==> src/rtl/core/crrd_pkg.sv <==
// Package for the card reader reply deframer.
// Frame byte constants, result codes and the result record.
// No dependencies.
package crrd_pkg;

  localparam logic [7:0] StartByte = 8'h01;
  localparam logic [7:0] CmdByteA  = 8'hA1;
  localparam logic [7:0] CmdByteB  = 8'h20;
  localparam logic [7:0] StatusOk  = 8'h00;
  localparam logic [3:0] LenShort  = 4'd8;
  localparam logic [3:0] LenLong   = 4'd12;

  // frame byte positions
  localparam logic [3:0] PosStart  = 4'd0;
  localparam logic [3:0] PosLength = 4'd1;
  localparam logic [3:0] PosCmdA   = 4'd2;
  localparam logic [3:0] PosCmdB   = 4'd3;
  localparam logic [3:0] PosStatus = 4'd4;
  localparam logic [3:0] PosType0  = 4'd5;
  localparam logic [3:0] PosType1  = 4'd6;
  localparam logic [3:0] PosNum0   = 4'd7;
  localparam logic [3:0] PosNum3   = 4'd10;

  typedef enum logic [1:0] {
    OUTCOME_READ       = 2'd0,
    OUTCOME_NO_CARD    = 2'd1,
    OUTCOME_BAD_CHECK  = 2'd2,
    OUTCOME_BAD_HEADER = 2'd3
  } outcome_t;

  typedef struct packed {
    outcome_t    outcome;
    logic [15:0] card_type;
    logic [31:0] card_number;
  } result_t;

endpackage

==> src/rtl/core/crrd_byte_if.sv <==
// Channel interfaces of the card reader reply deframer: received bytes in,
// parse results out. Depends on crrd_pkg.
interface crrd_byte_if;
  logic       valid;
  logic       ready;
  logic [7:0] rx_byte;
  logic       clear;

  modport source (output valid, output rx_byte, output clear, input ready);
  modport sink   (input valid, input rx_byte, input clear, output ready);
endinterface

interface crrd_result_if;
  logic              valid;
  logic              ready;
  crrd_pkg::outcome_t outcome;
  logic [15:0]       card_type;
  logic [31:0]       card_number;

  modport source (output valid, output outcome, output card_type, output card_number,
                  input ready);
  modport sink   (input valid, input outcome, input card_type, input card_number,
                  output ready);
endinterface

==> src/rtl/core/card_reader_reply_deframer.sv <==
// Card reader reply deframer: one byte per transfer in, at most one result out.
// A result is registered from the byte that ends or rejects the frame into the
//   output register, or the skid entry while it is held. One byte per cycle while the
//   skid is empty, set by the single parse step between state and output registers.
// Reset (rst, synchronous): parser waits for a start byte, all captures zero,
//   output and skid registers empty.
// Depends on crrd_pkg, crrd_byte_if, crrd_result_if.
module card_reader_reply_deframer (
  input  logic                 clk,
  input  logic                 rst,
  crrd_byte_if.sink            rx,
  crrd_result_if.source        res
);

  // Frame state
  logic [3:0]  pos, pos_next;
  logic [3:0]  frame_len, frame_len_next;
  logic [7:0]  xor_acc, xor_acc_next;
  logic [7:0]  status, status_next;
  logic [15:0] type_cap, type_cap_next;
  logic [31:0] num_cap, num_cap_next;

  // Output register plus one skid entry, so bytes keep flowing while a
  // result waits downstream.
  logic               out_valid;
  crrd_pkg::result_t  out_q;
  logic               skid_valid;
  crrd_pkg::result_t  skid_q;

  logic               accept;
  logic               out_take;
  logic               emit;
  crrd_pkg::result_t  new_res;

  assign rx.ready = !skid_valid;
  assign accept   = rx.valid && rx.ready;
  assign out_take = out_valid && res.ready;

  // Parse step: next frame state and the result, if this byte gives one.
  always_comb begin
    pos_next       = pos;
    frame_len_next = frame_len;
    xor_acc_next   = xor_acc;
    status_next    = status;
    type_cap_next  = type_cap;
    num_cap_next   = num_cap;
    emit           = 1'b0;
    new_res        = '{outcome: crrd_pkg::OUTCOME_READ, card_type: 16'd0,
                       card_number: 32'd0};

    if (accept) begin
      if (rx.clear) begin
        // timeout: drop any partial frame
        pos_next       = crrd_pkg::PosStart;
        frame_len_next = 4'd0;
        xor_acc_next   = 8'd0;
        status_next    = 8'd0;
        type_cap_next  = 16'd0;
        num_cap_next   = 32'd0;
      end else if (pos == crrd_pkg::PosStart) begin
        // hunt for a start byte; everything else is skipped
        if (rx.rx_byte == crrd_pkg::StartByte) begin
          pos_next       = crrd_pkg::PosLength;
          frame_len_next = 4'd0;
          xor_acc_next   = rx.rx_byte;
          status_next    = 8'd0;
          type_cap_next  = 16'd0;
          num_cap_next   = 32'd0;
        end
      end else begin
        // any other path ends in idle unless it advances below
        pos_next       = crrd_pkg::PosStart;
        frame_len_next = 4'd0;
        xor_acc_next   = 8'd0;
        status_next    = 8'd0;
        type_cap_next  = 16'd0;
        num_cap_next   = 32'd0;

        if (pos == crrd_pkg::PosLength) begin
          if (rx.rx_byte == {4'd0, crrd_pkg::LenShort} ||
              rx.rx_byte == {4'd0, crrd_pkg::LenLong}) begin
            pos_next       = crrd_pkg::PosCmdA;
            frame_len_next = rx.rx_byte[3:0];
            xor_acc_next   = xor_acc ^ rx.rx_byte;
          end else begin
            emit            = 1'b1;
            new_res.outcome = crrd_pkg::OUTCOME_BAD_HEADER;
          end
        end else if (pos >= frame_len || frame_len == 4'd0) begin
          // position outside the frame: silently resync
        end else if (pos == frame_len - 4'd1) begin
          // check byte
          emit = 1'b1;
          if (rx.rx_byte != ~xor_acc) begin
            new_res.outcome = crrd_pkg::OUTCOME_BAD_CHECK;
          end else if (status != crrd_pkg::StatusOk || frame_len != crrd_pkg::LenLong) begin
            new_res.outcome = crrd_pkg::OUTCOME_NO_CARD;
          end else begin
            new_res.outcome     = crrd_pkg::OUTCOME_READ;
            new_res.card_type   = type_cap;
            new_res.card_number = num_cap;
          end
        end else if ((pos == crrd_pkg::PosCmdA && rx.rx_byte != crrd_pkg::CmdByteA) ||
                     (pos == crrd_pkg::PosCmdB && rx.rx_byte != crrd_pkg::CmdByteB)) begin
          emit            = 1'b1;
          new_res.outcome = crrd_pkg::OUTCOME_BAD_HEADER;
        end else begin
          pos_next       = pos + 4'd1;
          frame_len_next = frame_len;
          xor_acc_next   = xor_acc ^ rx.rx_byte;
          status_next    = status;
          type_cap_next  = type_cap;
          num_cap_next   = num_cap;
          if (pos == crrd_pkg::PosStatus) begin
            status_next = rx.rx_byte;
          end else if (pos == crrd_pkg::PosType0 || pos == crrd_pkg::PosType1) begin
            type_cap_next = {type_cap[7:0], rx.rx_byte};
          end else if (pos >= crrd_pkg::PosNum0 && pos <= crrd_pkg::PosNum3) begin
            num_cap_next = {num_cap[23:0], rx.rx_byte};
          end
        end
      end
    end
  end

  always_ff @(posedge clk) begin
    if (rst) begin
      pos       <= crrd_pkg::PosStart;
      frame_len <= 4'd0;
      xor_acc   <= 8'd0;
      status    <= 8'd0;
      type_cap  <= 16'd0;
      num_cap   <= 32'd0;
    end else begin
      pos       <= pos_next;
      frame_len <= frame_len_next;
      xor_acc   <= xor_acc_next;
      status    <= status_next;
      type_cap  <= type_cap_next;
      num_cap   <= num_cap_next;
    end
  end

  // Result valids. A new result only arrives while the skid is empty.
  always_ff @(posedge clk) begin
    if (rst) begin
      out_valid  <= 1'b0;
      skid_valid <= 1'b0;
    end else if (emit) begin
      if (!out_valid || out_take) begin
        out_valid <= 1'b1;
      end else begin
        skid_valid <= 1'b1;
      end
    end else if (out_take) begin
      out_valid  <= skid_valid;
      skid_valid <= 1'b0;
    end
  end

  // Result payload, no reset needed.
  always_ff @(posedge clk) begin
    if (emit) begin
      if (!out_valid || out_take) begin
        out_q <= new_res;
      end else begin
        skid_q <= new_res;
      end
    end else if (out_take && skid_valid) begin
      out_q <= skid_q;
    end
  end

  assign res.valid       = out_valid;
  assign res.outcome     = out_q.outcome;
  assign res.card_type   = out_q.card_type;
  assign res.card_number = out_q.card_number;

  // Skid only fills behind a held output register.
  a_skid_behind_out: assert property (@(posedge clk) disable iff (rst)
    skid_valid |-> out_valid)
    else $error("skid entry valid with empty output register");

  // Past the length byte, a legal frame length has been latched.
  a_len_latched: assert property (@(posedge clk) disable iff (rst)
    (pos != crrd_pkg::PosStart && pos != crrd_pkg::PosLength) |->
      (frame_len == crrd_pkg::LenShort || frame_len == crrd_pkg::LenLong))
    else $error("frame position advanced without a valid length");

  // Position never runs past the last byte of a long frame.
  a_pos_bound: assert property (@(posedge clk) disable iff (rst)
    pos < crrd_pkg::LenLong)
    else $error("frame position out of range");

  // Card data is zero unless the card was read.
  a_data_zero: assert property (@(posedge clk) disable iff (rst)
    (out_valid && out_q.outcome != crrd_pkg::OUTCOME_READ) |->
      (out_q.card_type == 16'd0 && out_q.card_number == 32'd0))
    else $error("card data on a failed result");

  // A clear transfer always leaves the parser waiting for a start byte.
  a_clear_idle: assert property (@(posedge clk) disable iff (rst)
    (accept && rx.clear) |=> (pos == crrd_pkg::PosStart && xor_acc == 8'd0))
    else $error("clear did not return parser to idle");

endmodule
==> src/flat_wrapper.sv <==
// flat-port wrapper written by rule: the top's interface ports become plain ports
module card_reader_reply_deframer_flat 
  (clk, rst, rx_valid, rx_rx_byte, rx_clear, rx_ready, res_valid, res_outcome, res_card_type, res_card_number, res_ready);
  crrd_byte_if rx_i ();
  crrd_result_if res_i ();
  input  logic clk;
  input  logic rst;
  input wire logic [$bits(rx_i.valid)-1:0] rx_valid;
  input wire logic [$bits(rx_i.rx_byte)-1:0] rx_rx_byte;
  input wire logic [$bits(rx_i.clear)-1:0] rx_clear;
  output wire logic [$bits(rx_i.ready)-1:0] rx_ready;
  output wire logic [$bits(res_i.valid)-1:0] res_valid;
  output wire logic [$bits(res_i.outcome)-1:0] res_outcome;
  output wire logic [$bits(res_i.card_type)-1:0] res_card_type;
  output wire logic [$bits(res_i.card_number)-1:0] res_card_number;
  input wire logic [$bits(res_i.ready)-1:0] res_ready;
  assign rx_i.valid = rx_valid;
  assign rx_i.rx_byte = rx_rx_byte;
  assign rx_i.clear = rx_clear;
  assign rx_ready = rx_i.ready;
  assign res_valid = res_i.valid;
  assign res_outcome = res_i.outcome;
  assign res_card_type = res_i.card_type;
  assign res_card_number = res_i.card_number;
  assign res_i.ready = res_ready;
  card_reader_reply_deframer u_core (.clk(clk), .rst(rst), .rx(rx_i), .res(res_i));
endmodule
==> config.mk <==
export PLATFORM = sky130hd
export DESIGN_NAME = card_reader_reply_deframer_flat
export DESIGN_NICKNAME = d
export VERILOG_FILES = /design/src/rtl/core/crrd_pkg.sv /design/src/rtl/core/crrd_byte_if.sv /design/src/rtl/core/card_reader_reply_deframer.sv /design/src/flat_wrapper.sv
export SDC_FILE = /design/constraint.sdc
export NUM_CORES = 1
export LEC_CHECK = 0
export BUFFER_PORTS_ARGS = -buffer_cell sky130_fd_sc_hd__clkbuf_2
export CAP_MARGIN = 5
export CORE_ASPECT_RATIO = 1.2
export CORE_MARGIN = 4
export CORE_UTILIZATION = 40
export CTS_CLUSTER_DIAMETER = 150
export CTS_CLUSTER_SIZE = 40
export DETAILED_ROUTE_END_ITERATION = 8
export SYNTH_ARGS = -nofsm -noshare
export SYNTH_HDL_FRONTEND = slang
export SYNTH_SLANG_ARGS = --single-unit
==> constraint.sdc <==
create_clock -name clk -period 8.1 [get_ports clk]
set_input_delay 0.81 -clock clk [delete_from_list [all_inputs] [get_ports clk]]
set_output_delay 0.81 -clock clk [all_outputs]
set_load 0.01 [all_outputs]
==> results.py <==
metrics = {
    "floorplanning": {
        "io_pins": 65,
        "die_x_um": 131,
        "num_rows": 53,
        "initial_utilization": 0.410,
        "core_sq_mm": 0.0176,
        "die_height_um": 155,
        "die_area_sq_mm": 0.0203,
    },
    "job": {
        "drv_cap": 0,
    },
    "timing": {
        "fin_crit_ns": 3.24,
        "rsz0062_at_grt": "no",
        "max_freq_ghz": 0.309,
        "relSlewSlack": 0.387,
        "slew_viol_final": 0,
        "finalCritPeriodShare": 0.400,
        "setup_tns_ns": 0,
        "skew_ns": 0.00913,
        "worstMarginPinSlew_ns": 0.917,
        "setup_viol": 0,
        "finalHoldViolations": 0,
    },
    "power": {
        "irDropWorstVdd_v": 0.000133,
        "pwr_density_cell_mw_per_mm2": 213,
        "leakage_nw": 3.09,
        "design_power_total_w": 0.00177,
    },
    "finish": {
        "drive_gt1_frac": 0.212,
        "fin_area_sq_mm": 0.00830,
        "final_cell_count_no_fill": 843,
        "num_antenna_cells": 0,
        "fillers": 1574,
        "nNetsFinal": 632,
        "syn_to_final_growth_pct": 14.8,
    },
    "synthesis": {
        "syn_nets": 581,
        "avgSynthCellArea_sq_um": 12.9,
        "netlist_top_cells_area": "edfxtp_1, dfxtp_1, a22o_1, and3_1, a21o_1",
        "yosysSeqAreaShare": 0.620,
        "yosysTopAreaCellShare": 0.415,
        "postSynth.asyncResetShare": 0,
        "synth_commonest_cells": "edfxtp_1, dfxtp_1, and3_1",
        "yosysTopAreaCell": "edfxtp_1",
        "netlist_instances": 559,
        "yosys.cell_types.count": 60,
        "ys.flop_type": "edfxtp_1",
        "synth_edf_count": 100,
        "yosysMostFrequentCell": "edfxtp_1",
        "yosysWarnings": 0,
        "ys_seq_elements": 174,
        "synth_area_sq_mm": 0.00723,
    },
    "detailed_routing": {
        "firstDrtPassIters": 6,
        "postRouteAntennaNets": 0,
        "routedWlPerCell_um": 18.5,
        "drt_iter0_markers": 349,
        "finalWirelength_mm": 15.6,
        "num_vias": 4690,
        "vias_per_cell": 5.56,
        "drc_errors": 0,
    },
    "min_path": {
        "hold_class": "flip-flop to flip-flop",
    },
    "grt": {
        "overflow": 0,
        "antenna_found_initial": 0,
        "grt_max_degree": 63,
        "grt_use_met3": 0.0340,
        "grt_pass1_vias": 4653,
        "grt_pass1_wl_mm": 25.2,
        "grt.met2_usage": 0.256,
        "met1_usage": 0.211,
        "top_usage_layer": "met2",
        "grt_use_total": 0.160,
    },
    "clock_network": {
        "ctsResizeCount": 0,
        "cts_buffers": 17,
        "h-tree-depth": 4,
        "tritoncts": "yes",
        "cts_setup_buffers": 0,
        "postCtsHoldBufs": 0,
        "cts.clk_slew.worst_paths_ns": 0.07,
        "cts-root-buf": "clkbuf_16",
        "insertion_delay_ns": 0.42,
        "clock-sinks": 174,
        "cts_buffer_depth": 2,
    },
    "place": {
        "io_buffers": 64,
        "hpwlAfterDp_mm": 10.1,
        "post_dp_cell_area_sq_mm": 0.00771,
        "gp_congestion": 1.01,
        "dpl.cell_count": 811,
    },
    "critical_path": {
        "path_delay_family": "compound AO/OA/AOI/OAI gates",
        "crit_type": "flip-flop to flip-flop",
        "start_kind": "flip-flop",
        "crit_fanout": 50,
        "cp_cell_sequence": "inv_1, ha_1, nand2b_1, a211oi_1, o21a_1, a21boi_0, o21ai_4, nor3b_2, buf_4",
        "ff2ff_setup_slack_ns": 4.86,
        "slowest_stage": "buf_4",
        "path_buf_inv": 2,
        "critical_path_required_ns": 8.15,
        "critPathArrivalTime_ns": 3.29,
        "critPathMaxStageDelay_ns": 0.54,
        "cp-end-kind": "flip-flop",
    },
    "outcome": {
        "outcome": "complete, no violations",
    },
}
==> logic make-up after synthesis <==
logic type / count (synthesis) / synth area share
DFF: 174 / 0.620
and+or+nand+nor: 131 / 0.114
xor gates and xnor gates: 13 / 0.0157
adders and majority gates: 9 / 0.0156
buffers and inverters: 65 / 0.0412
AOI/OAI and AO/OA: 154 / 0.175
muxes: 13 / 0.0180
==> cells in the final DEF, fill, tap and decap left out, types with 5 or more instances in the layout <==
cell type and count:
a21o_1 38, a311oi_1 9, a22o_2 8, a21oi_1 10, dfxtp_1 74, nand2_1 15
buf_4 8, nor3_1 6, clkbuf_16 17, o21bai_1 6, mux2i_1 13, clkbuf_2 64
ha_1 9, inv_1 25, nor2_1 21, xor2_1 6, a221oi_1 8, a22o_1 48
xnor2_1 7, o21ai_0 5, and3_1 50, edfxtp_1 100
==> worst paths after layout <==
path / endpoint / start / cells past startpoint
worst max-delay path: u_core.skid_q[4] / u_core.pos[0] / 9
worst min-delay path: u_core.num_cap[27] / u_core.num_cap[27] / 1
worst max register to register: u_core.skid_q[4] / u_core.pos[0] / 9
worst min register to register: u_core.num_cap[27] / u_core.num_cap[27] / 1
==> through the flow <==
step / worst slack (ns) / utilization / hold WS [ns]
after floorplan: 1.72 / - / 0.440
after global routing: 4.63 / 0.471 / 0.491
after CTS: 4.88 / 0.471 / 0.482
after global placement: 4.91 / 0.437 / 0.455
final: 4.86 / 0.471 / 0.479
after detailed placement: 4.90 / 0.437 / 0.464
==> final cells by class <==
class                   count  area, sq um  area share
clock buffers              20          457      0.0550
clock inverters            12          138      0.0166
inverters                  25         93.8      0.0113
multi-input cells         320         2480       0.298
flip-flops and latches    174         4480       0.540
well taps                 220          275      0.0331
repair buffers             72          380      0.0458
==> metal layers <==
metal,vias up,wire (um)
met5,-,0
met4,0,365
met3,27,737
met2,124,7600
met1,2298,6880
li1,2241,-
==> state kept, by name, summed over array words and instances, names as in the netlist <==
register and count:
u_core.skid_q 50, u_core.num_cap 32, u_core.res.card_number 32, u_core.res.card_type 16
u_core.type_cap 16, u_core.status 8, u_core.xor_acc 8, u_core.frame_len 4
u_core.pos 4, u_core.res.outcome 2, u_core.res.valid 1, u_core.skid_valid 1
==> worst reg2reg max path: stages (launching register included) <==
cell	delay [ns]
dfxtp_1	0.43
inv_1	0.13
ha_1	0.30
nand2b_1	0.15
a211oi_1	0.26
o21a_1	0.30
a21boi_0	0.42
o21ai_4	0.11
nor3b_2	0.16
buf_4	0.54
==> report_power, final <==
group / switching, W / internal [W] / leakage [nW]
sequential: 0.0000000152 / 0.000924 / 1.28
clock: 0.000337 / 0.000473 / 0.281
combinational: 0.0000232 / 0.00000875 / 1.53
total: 0.000360 / 0.00141 / 3.09
Power figures use the tool's default switching activity.
